==> src/design/lcgn_pkg.sv <==
// ----------------------------------------------------------------------------
// lcgn_pkg - shared types and constants of the LCG gaussian noise generator
// Lehmer generator constants, payload structs and word widths.
// ----------------------------------------------------------------------------
`default_nettype none

package lcgn_pkg;

	localparam int unsigned VALUE_W = 31;
	localparam int unsigned MULT_W  = 15;
	localparam int unsigned FRAC_W  = 24;
	localparam int unsigned SUM_W   = 28;   // twelve 24-bit numerators
	localparam int unsigned DIFF_W  = 29;   // sum minus 6.0, signed
	localparam int unsigned Q_W     = 32;
	localparam int unsigned CNT_W   = 5;

	localparam logic [VALUE_W-1:0] MODULUS = 31'h7FFF_FFFF;
	localparam logic [MULT_W-1:0]  MULT_A  = 15'd24112;
	localparam logic [MULT_W-1:0]  MULT_B  = 15'd26143;

	// last mulmod pass index per request: two passes per advance
	localparam logic [CNT_W-1:0] LAST_UNIFORM = 5'd1;
	localparam logic [CNT_W-1:0] LAST_GAUSS   = 5'd23;

	// 6.0 as a sum of 2^-24 fractions
	localparam logic [SUM_W-1:0] SIX_OFFSET = 28'd6 << FRAC_W;

	localparam logic OP_UNIFORM = 1'b0;
	localparam logic OP_GAUSS   = 1'b1;

	typedef struct packed {
		logic              op;
		logic signed [31:0] mean;
		logic [31:0]        deviation;
	} in_item_t;

	typedef struct packed {
		logic [FRAC_W-1:0]  uniform_fraction;
		logic signed [31:0] gauss_sample;
	} out_item_t;

endpackage

`default_nettype wire

==> src/design/lcgn_mulmod.sv <==
// ----------------------------------------------------------------------------
// lcgn_mulmod - shared modular multiplier
// value * constant mod 2^31-1, constant A or B, Mersenne fold and one
// conditional subtract.
// ----------------------------------------------------------------------------
`default_nettype none

module lcgn_mulmod (
	input  wire logic [lcgn_pkg::VALUE_W-1:0] value,
	input  wire logic                         sel_b,
	output logic      [lcgn_pkg::VALUE_W-1:0] result
);

	localparam int unsigned PROD_W = lcgn_pkg::VALUE_W + lcgn_pkg::MULT_W;

	logic [lcgn_pkg::MULT_W-1:0]  mult;
	logic [PROD_W-1:0]            prod;
	logic [lcgn_pkg::VALUE_W:0]   fold;

	assign mult = sel_b ? lcgn_pkg::MULT_B : lcgn_pkg::MULT_A;
	assign prod = PROD_W'(value) * PROD_W'(mult);

	// 2^31 == 1 mod M: add the high part into the low part
	assign fold = {1'b0, prod[lcgn_pkg::VALUE_W-1:0]}
		+ (lcgn_pkg::VALUE_W + 1)'(prod[PROD_W-1:lcgn_pkg::VALUE_W]);

	// fold < 2M, so one subtract is enough
	always_comb begin
		if (fold >= {1'b0, lcgn_pkg::MODULUS}) begin
			result = lcgn_pkg::VALUE_W'(fold - {1'b0, lcgn_pkg::MODULUS});
		end else begin
			result = fold[lcgn_pkg::VALUE_W-1:0];
		end
	end

endmodule

`default_nettype wire

==> config.mk <==
export PLATFORM = sky130hd
export DESIGN_NAME = lcgn_mulmod
export DESIGN_NICKNAME = d
export VERILOG_FILES = /design/src/design/lcgn_pkg.sv /design/src/design/lcgn_mulmod.sv
export SDC_FILE = /design/constraint.sdc
export NUM_CORES = 1
export LEC_CHECK = 0
export BUFFER_PORTS_ARGS = -buffer_cell sky130_fd_sc_hd__buf_2
export CAP_MARGIN = 20
export CORE_MARGIN = 4
export CORE_UTILIZATION = 54
export DETAILED_ROUTE_END_ITERATION = 12
export PLACE_DENSITY = 0.74
export SETUP_SLACK_MARGIN = 0.2
export SLEW_MARGIN = 20
export SYNTH_ARGS = -nofsm -noshare
export SYNTH_HDL_FRONTEND = slang
export SYNTH_SLANG_ARGS = --single-unit
==> constraint.sdc <==
create_clock -name vclk -period 10.1
set_input_delay 0 -clock vclk [all_inputs]
set_output_delay 0 -clock vclk [all_outputs]
set_load 0.01 [all_outputs]
==> out/qor.csv <==
metric,value,unit
Post-DP HPWL,28100,µm
Vias/cell,5.47,
antenna violations before repair,0,
Setup-failing EPs final,0,
first-pass GRT wire length,52900,µm
Fill cells,1881,
cts hold-fix bufs,0,
worst setup path end,result[8],
area fraction in compound gates after synthesis,10.9,%
Setup CP Type,primary input to primary output,
Post-Synth XOR/XNOR Area,5.70,%
max cap viols,0,
min Tclk post-route,9610,ps
via count,10200,
GRT Total Usage,24.9,%
largest family of logic cells by synthesized area,adder cells,
final-report max-slew violation count,0,
DRC,0,
overall die height,161,µm
row count,55,
Synth Area in Simple Gates,13.2,%
CP startpoint,value[2],
1st-iter DRT viols,490,
post-route ant nets,0,
vias in the first global route,10900,
CP Max Fanout,7,
drt first pass iters,5,
"Net Count, Synth",1830,
adder-cell share of the synthesized area,59.2,%
Layout Area Growth over Synthesis,17.1,%
width of the die,161,µm
Initial Util,55.3,%
Antenna diodes,0,
post-synthesis mux area share,0.328,%
Final #Nets,2012,
slowest CP cell,fa_1,
final period utilization,95.2,%
Die Area,25800,µm²
largest net degree at the start of global routing,34,
Reg area,0,µm²
status,"finished, final reports clean",
Synth Cell Area,12600,µm²
Setup TNS Final,0,ps
Post-Synthesis Cells,1367,
Critical Path Source Type,primary input,
CP Capture Type,primary output,
crit-path max cell delay,560,ps
Worst Hold Class,primary input to primary output,
Seq cells,0,
sequential area share after synthesis,0,%
area of the multi-input gates,11700,µm²
RSZ-0062 raised after global routing,yes,
gpl congestion,0.962,
IO buf count,63,
Unique masters post-synth,81,
Slew HR,38.1,%
Worst-Margin Slew,914,ps
WL/cell,17.0,µm
WP data arrival,9610,ps
YS warnings,0,
"Avg Cell Area, Syn",9.22,µm²
total gr overflow,0,
WHS,988,ps
Clock Buffer Count,0,
Final Hold Fails,0,
IO Count,63,
CP required,10100,ps
cell mode on critical path,fa_1,
Fmax,0.104,GHz
core box area,22800,µm²
share of cells above drive strength 1,20.3,%
drt total wl,31700,µm
[worst max-delay path: cells and delay by family]
| kind | cells | cell delay (ps) |
|---|---|---|
| buffers and inverters | 10 | 1180 |
| adders and majority gates | 8 | 3630 |
| and+or+nand+nor | 9 | 1930 |
| xor gates and xnor gates | 3 | 510 |
| AOI/OAI and AO/OA | 12 | 2340 |
[stage by stage]
step	worst slack (ps)	utilization, %	instance area [µm²]	instances
global placement	-24.5	62.2	14200	1850
detailed placement	-115	62.2	14200	1850
CTS	207	62.6	14200	1851
floorplan	230	-	12600	1367
finish	487	64.8	14800	1860
global route	65.6	64.8	14800	1860
[final cells by class]
cell class	instances	share of cell area [%]
multi-input combinational	1022	79.5
timing repair buffer	198	9.53
inverter	327	8.34
tap	313	2.65
[metal layers]
metal	share of wire, %	routed length, µm	GRT usage [%]	vias up
li1	-	-	-	4748
met1	42	13300	32.9	5149
met2	53	16700	46.5	223
met3	3.1	978	0.513	55
met4	2.4	754	4.27	0
met5	0	0	0	-
[how the worst min path moves through the flow]
stage	from	end	slack, ps	depth (start not counted)
after global routing	value[0]	result[0]	1010	6
after detailed placement	value[0]	result[0]	960	6
after CTS	value[0]	result[0]	970	6
final	value[0]	result[0]	990	6
after floorplan	sel_b	result[0]	470	4
after global placement	value[0]	result[0]	940	6
[cell usage after synthesis, types with 3 or more instances]
cell	count	share of area [%]
o21bai_1	9	0.54
buf_6	3	0.27
clkbuf_1	11	0.33
o21ai_0	38	1.5
a221oi_1	3	0.21
and2_1	23	1.1
xor2_1	33	2.3
o21a_1	10	0.60
o41ai_1	3	0.21
a21oi_1	53	2.1
ha_1	156	15
mux2i_1	3	0.24
inv_1	327	9.7
xnor2_1	49	3.4
fa_1	275	44
nor2b_1	3	0.15
nor3b_1	3	0.18
o31ai_1	6	0.36
nor4_2	3	0.30
a211oi_1	7	0.42
nand3_1	21	0.83
nand2b_1	39	1.9
nor3_1	18	0.72
nand2_1	59	1.8
a21o_1	21	1.3
a41oi_1	3	0.21
o211ai_1	11	0.66
or3_1	7	0.35
or4_1	3	0.18
a311oi_1	3	0.21
and4_1	3	0.21
nand4_1	11	0.55
or2_2	5	0.25
nor4_1	7	0.35
and3_1	12	0.60
a31oi_1	8	0.40
a21boi_0	5	0.30
nor2_1	57	1.7
[cells by family after synthesis]
logic type               after synthesis
AO/OA/AOI/OAI                        206
XOR/XNOR                              82
adder cells (fa/ha/maj)              431
buffers and inverters                346
multiplexers                           4
other                                  1
AND/OR/NAND/NOR                      297
[layout by cell type, fill, tap and decap left out, drive strengths merged, types with 6 or more instances in the layout]
cell type    n
inv        326
fa         275
buf        193
ha         156
nand2       59
nor2        58
a21oi       54
xnor2       49
o21ai       41
nand2b      39
xor2        33
and2        23
a21o        22
nand3       22
nor3        20
and3        13
nor4        12
o211ai      11
nand4       11
o21a        10
o21bai       9
a31oi        8
or3          8
a211oi       7
or2          6
o31ai        6
[timing repair]
item / in CTS / in global routing
pin swaps: 7 / 38
resized for setup: 16 / 105
endpoints found under the setup margin: 31 / 31
gates cloned: 0 / 2
setup buffers: 1 / 7
Power is not shown: default switching activity piles up to over one toggle a cycle in this logic, so the estimate is an artifact.
