===== src/design/lcgn_pkg.sv =====
// ----------------------------------------------------------------------------
// lcgn_pkg - shared types and constants of the LCG gaussian noise generator
// Lehmer generator constants, payload structs and word widths.
// ----------------------------------------------------------------------------
`default_nettype none

package lcgn_pkg;

	localparam int unsigned VALUE_W = 31;
	localparam int unsigned MULT_W  = 15;
	localparam int unsigned FRAC_W  = 24;
	localparam int unsigned SUM_W   = 28;   // twelve 24-bit numerators
	localparam int unsigned DIFF_W  = 29;   // sum minus 6.0, signed
	localparam int unsigned Q_W     = 32;
	localparam int unsigned CNT_W   = 5;

	localparam logic [VALUE_W-1:0] MODULUS = 31'h7FFF_FFFF;
	localparam logic [MULT_W-1:0]  MULT_A  = 15'd24112;
	localparam logic [MULT_W-1:0]  MULT_B  = 15'd26143;

	// last mulmod pass index per request: two passes per advance
	localparam logic [CNT_W-1:0] LAST_UNIFORM = 5'd1;
	localparam logic [CNT_W-1:0] LAST_GAUSS   = 5'd23;

	// 6.0 as a sum of 2^-24 fractions
	localparam logic [SUM_W-1:0] SIX_OFFSET = 28'd6 << FRAC_W;

	localparam logic OP_UNIFORM = 1'b0;
	localparam logic OP_GAUSS   = 1'b1;

	typedef struct packed {
		logic              op;
		logic signed [31:0] mean;
		logic [31:0]        deviation;
	} in_item_t;

	typedef struct packed {
		logic [FRAC_W-1:0]  uniform_fraction;
		logic signed [31:0] gauss_sample;
	} out_item_t;

endpackage

`default_nettype wire


===== src/design/lcgn_scale.sv =====
// ----------------------------------------------------------------------------
// lcgn_scale - gaussian scale, round and offset
// Registers diff * deviation, then rounds to Q16.16, adds the mean and
// saturates to 32 bits.
// ----------------------------------------------------------------------------
`default_nettype none

module lcgn_scale (
	input  wire logic                               clk,
	input  wire logic                               load,
	input  wire logic signed [lcgn_pkg::DIFF_W-1:0] diff,
	input  wire logic        [lcgn_pkg::Q_W-1:0]    deviation,
	input  wire logic signed [lcgn_pkg::Q_W-1:0]    mean,
	output logic signed      [lcgn_pkg::Q_W-1:0]    gauss
);

	localparam int unsigned PROD_W = lcgn_pkg::DIFF_W + lcgn_pkg::Q_W + 1;
	localparam int unsigned RND_W  = PROD_W - lcgn_pkg::FRAC_W;
	localparam int unsigned RES_W  = RND_W + 1;

	logic signed [lcgn_pkg::Q_W:0] dev_s;
	logic signed [PROD_W-1:0]      prod_d;
	logic signed [PROD_W-1:0]      prod_q;
	logic signed [lcgn_pkg::Q_W-1:0] mean_q;
	logic signed [PROD_W-1:0]      rnd;
	logic signed [RES_W-1:0]       res;
	logic signed [RES_W-1:0]       sat_max;
	logic signed [RES_W-1:0]       sat_min;

	assign dev_s  = {1'b0, deviation};
	assign prod_d = diff * dev_s;

	always_ff @(posedge clk) begin
		if (load) begin
			prod_q <= prod_d;
			mean_q <= mean;
		end
	end

	// round half up, then floor by arithmetic shift
	assign rnd = prod_q + PROD_W'(64'sd1 <<< (lcgn_pkg::FRAC_W - 1));
	assign res = {rnd[PROD_W-1], rnd[PROD_W-1:lcgn_pkg::FRAC_W]}
		+ {{(RES_W - lcgn_pkg::Q_W){mean_q[lcgn_pkg::Q_W-1]}}, mean_q};

	assign sat_max = {{(RES_W - lcgn_pkg::Q_W + 1){1'b0}}, {(lcgn_pkg::Q_W - 1){1'b1}}};
	assign sat_min = {{(RES_W - lcgn_pkg::Q_W + 1){1'b1}}, {(lcgn_pkg::Q_W - 1){1'b0}}};

	always_comb begin
		if (res > sat_max) begin
			gauss = sat_max[lcgn_pkg::Q_W-1:0];
		end else if (res < sat_min) begin
			gauss = sat_min[lcgn_pkg::Q_W-1:0];
		end else begin
			gauss = res[lcgn_pkg::Q_W-1:0];
		end
	end

endmodule

`default_nettype wire


===== config.mk =====
export PLATFORM = sky130hd
export DESIGN_NAME = lcgn_scale
export DESIGN_NICKNAME = d
export VERILOG_FILES = /design/src/design/lcgn_pkg.sv /design/src/design/lcgn_scale.sv
export SDC_FILE = /design/constraint.sdc
export NUM_CORES = 2
export LEC_CHECK = 0
export ABC_AREA = 1
export BUFFER_PORTS_ARGS = -buffer_cell sky130_fd_sc_hd__buf_4
export CAP_MARGIN = 25
export CORE_MARGIN = 2
export CORE_UTILIZATION = 50
export CTS_BUF_LIST = sky130_fd_sc_hd__clkbuf_4
export CTS_CLUSTER_SIZE = 30
export DETAILED_ROUTE_END_ITERATION = 16
export PLACE_DENSITY = 0.66
export SKIP_CTS_REPAIR_TIMING = 1
export SKIP_LAST_GASP = 1
export SLEW_MARGIN = 25
export SYNTH_ARGS = -nofsm -noshare
export SYNTH_HDL_FRONTEND = slang
export SYNTH_SLANG_ARGS = --single-unit

===== constraint.sdc =====
create_clock -name clk -period 9 [get_ports clk]
set_clock_uncertainty 0.05 [all_clocks]
set_input_delay 0 -clock clk [delete_from_list [all_inputs] [get_ports clk]]
set_output_delay 0 -clock clk [all_outputs]
set_load 0.1 [all_outputs]

==> impl_summary.md <==
Floorplanning
The number of standard-cell rows in the floorplan is 101. The number of top-level pins is 127. The die is 281 µm tall. The die outline width is 281 µm. The initial utilization of the core area, before any placement, comes to 50.6%. The core area is 0.0759 mm².

The floorplan step defined a die boundary enclosing 0.0791 mm².

Drt
For this block, wires on met1 add up to 47100 µm. After detailed routing, the number of vias per cell comes to 5.04. The average wire per cell in the routed design is 17.8 µm.

The number of detailed-route iterations in the first pass is 5. The routed design has 109000 µm of wire. The routed via count is 30972. Summed over all nets, wire length on met2 after detailed routing comes to 49100 µm. The number of routed nets with antenna violations is 0. In this run the top signal layer used is met4. The post-detailed-route DRC marker count is 0. The detailed router finished its first iteration with 2089 violations.

The detailed route wirelength on metal3 is 10500 µm.

Clocking
The CTS tree is built. The clock sink count is 71. The maximum buffer depth of the clock tree is 2. The H-tree was split into 3 levels. The number of CTS-inserted buffers is 9. After clock tree synthesis, the clock-pin slew on the worst setup and hold paths is 0.13 ns.

The cell at the root of the clock tree is clkbuf_4.

Critical path
The worst setup path is captured at a flop. For the worst setup path, the data arrival time is 7.07 ns. Tracing the worst setup path back leads to its startpoint at diff[6].

In this run the worst path has a maximum fanout of 32. The critical path data required time is 9.16 ns. The worst setup path is of the in -> reg kind. The type of element launching the critical path is an input pin.

Finish
Relative to the synthesized area, the layout overhead comes to 5.14%. The count of fill cells added during filler insertion is 7371. In the final design database the tool counted 6336 nets. The total area of multi-input combinational cells is 0.0294 mm². The area used by sequential logic in the layout is 0.00213 mm².

The share of post-route cells with drive strength above 1 is 3.95%.

Timing
The number of pins exceeding their max-slew limit in the final report is 0. The number of hold violations in the final report is 0. Setup violations remaining at the end of the flow were counted as 0. The actual slew at the worst max-slew pin is 0.964 ns. The maximum clock frequency is 145 MHz. For the final routed database, the setup TNS stands at 0 ns. After layout, the minimum clock period comes to 6.91 ns.

The post-route fraction of the period consumed by the critical path is 76.8%. The relative max-transition margin is 35.6%. Setup repair after global routing left no endpoint under its margin.

Global routing
The global-route wire length before repair is 176000 µm. The number of global-route vias before repair is 32824. The number of antenna violations at the first check in global routing was 1. Entering global routing, the biggest net connects 72 pins.

The total congestion overflow is 0. For this run, the total global-route usage over all layers was measured as 28.7%.

Synthesis
Of the synthesized area, sequential elements account for 5.55%. The most used flip-flop cell after synthesis is edfxtp_1. The share of synthesized flip-flops with an asynchronous set or reset is 0%. The synthesized netlist occupies a cell area of 0.0384 mm².

Synthesis inferred 71 register bits. Yosys printed 0 warnings. Synthesis produced a netlist whose cell count is 5134. Yosys mapped a number of flops with a built-in enable equal to 71. The synthesized net count is 6356.

The distinct cell type count of the synthesized netlist is 43. The cell type contributing the most total cell area after synthesis is fa_1. Averaged over all synthesized cells, the footprint is 7.48 µm². In the post-synthesis netlist, the biggest area contributors are fa_1 (42%), inv_1 (16%), nand2_1 (13%). The area fraction of the dominant cell type after synthesis is 42.0%.

Min path
The worst hold path class is in -> reg. The worst hold path begins at load.

Outcome
The run finished with clean final reports.

Place
The count of buffers added on input and output ports is 126. The half-perimeter wire length after placement is 87800 µm. The final weighted congestion in routability-driven placement is 0.986.

Flow run
The number of max-cap violations is 0.
-- per-layer routing --
| metal | global-route usage (%) | up-vias |
|---|---|---|
| met2 | 46.4 | 1292 |
| met3 | 4.87 | 165 |
| li1 | - | 14423 |
| met1 | 40.6 | 15092 |
| met4 | 6.35 | 0 |
| met5 | 0 | - |
-- Yosys cell counts, drive strengths merged, types with 26 or more instances --
library cell	count
ha	321
nor3	26
nor2	228
nand3	70
nand2	1384
o21ai	59
xor2	71
inv	1646
clkbuf	166
a21oi	121
edfxtp	71
fa	806
-- critical path, stage by stage --
cell and delay, ns:
buf_4 0.42, nand2_1 0.10, inv_1 0.10, fa_1 0.44, fa_1 0.54, inv_1 0.06
fa_1 0.50, fa_1 0.52, inv_1 0.08, fa_1 0.57, fa_1 0.44, fa_1 0.50
inv_1 0.05, fa_1 0.53, inv_1 0.06, ha_1 0.38, nand2_1 0.13, nor2_1 0.18
inv_1 0.10, nor4_1 0.67, nand3_1 0.20, nand3_1 0.23, a21oi_1 0.12, xnor2_1 0.14
-- final timing paths --
kind / to / slack (ns) / cells past startpoint
setup / recovery: prod_q[48] / 2.09 / 24
hold / removal: mean_q[6] / 0.15 / 1
-- state kept, by name, indices dropped and copies added (netlist names) --
name / flops
mean_q: 32
prod_q: 39
-- cell usage in the layout, fill, tap and decap left out, types with 11 or more instances in the layout --
cell type	synthesis	layout
inv_1	1639	1639
nor2_1	214	214
nand2_1	1367	1367
o21ai_0	58	58
or2_2	11	11
a21o_1	14	14
nor4_1	14	14
dlygate4sd3_1	0	32
a31oi_1	19	19
ha_1	321	321
xor2_1	71	71
fa_1	806	806
xnor2_1	25	25
nand4_1	20	20
nor2_2	11	11
buf_4	3	127
nor3_1	23	23
nand2_2	17	17
a21oi_1	121	121
nand3_1	65	65
edfxtp_1	71	71
-- area by class of cell --
cell class / instances / share of cell area [%]
inverter: 1646 / 15.3
clock buffer: 10 / 0.186
antenna: 1 / 0.00619
tap: 1030 / 3.19
timing repair buffer: 159 / 3.15
multi-input combinational: 3227 / 72.7
sequential: 71 / 5.28
clock inverter: 6 / 0.211
-- cells by family after synthesis --
logic type | synth area share [%]
buf+inv | 18.0
simple gates | 18.3
fa+ha+maj | 52.4
compound gates | 3.49
xor+xnor | 2.19
flops | 5.55
-- metrics by stage --
stage          cell area, µm²  worst slack, ns  util (%)  cells  hold slack [ns]
6_report                40400             2.09      53.2   6150            0.145
5_1_grt                 40400             1.86      53.2   6150            0.180
4_1_cts                 40100             2.21      52.8   6117           -0.387
3_5_place_dp            39900             1.70      52.6   6101            0.129
3_3_place_gp            39900             1.72      52.6   6101            0.129
2_1_floorplan           38400             2.50         -   5134           0.0489
Power is left out: the tool's default activity adds up to more than one toggle a clock period on the data nets, which glitch-free logic cannot reach.
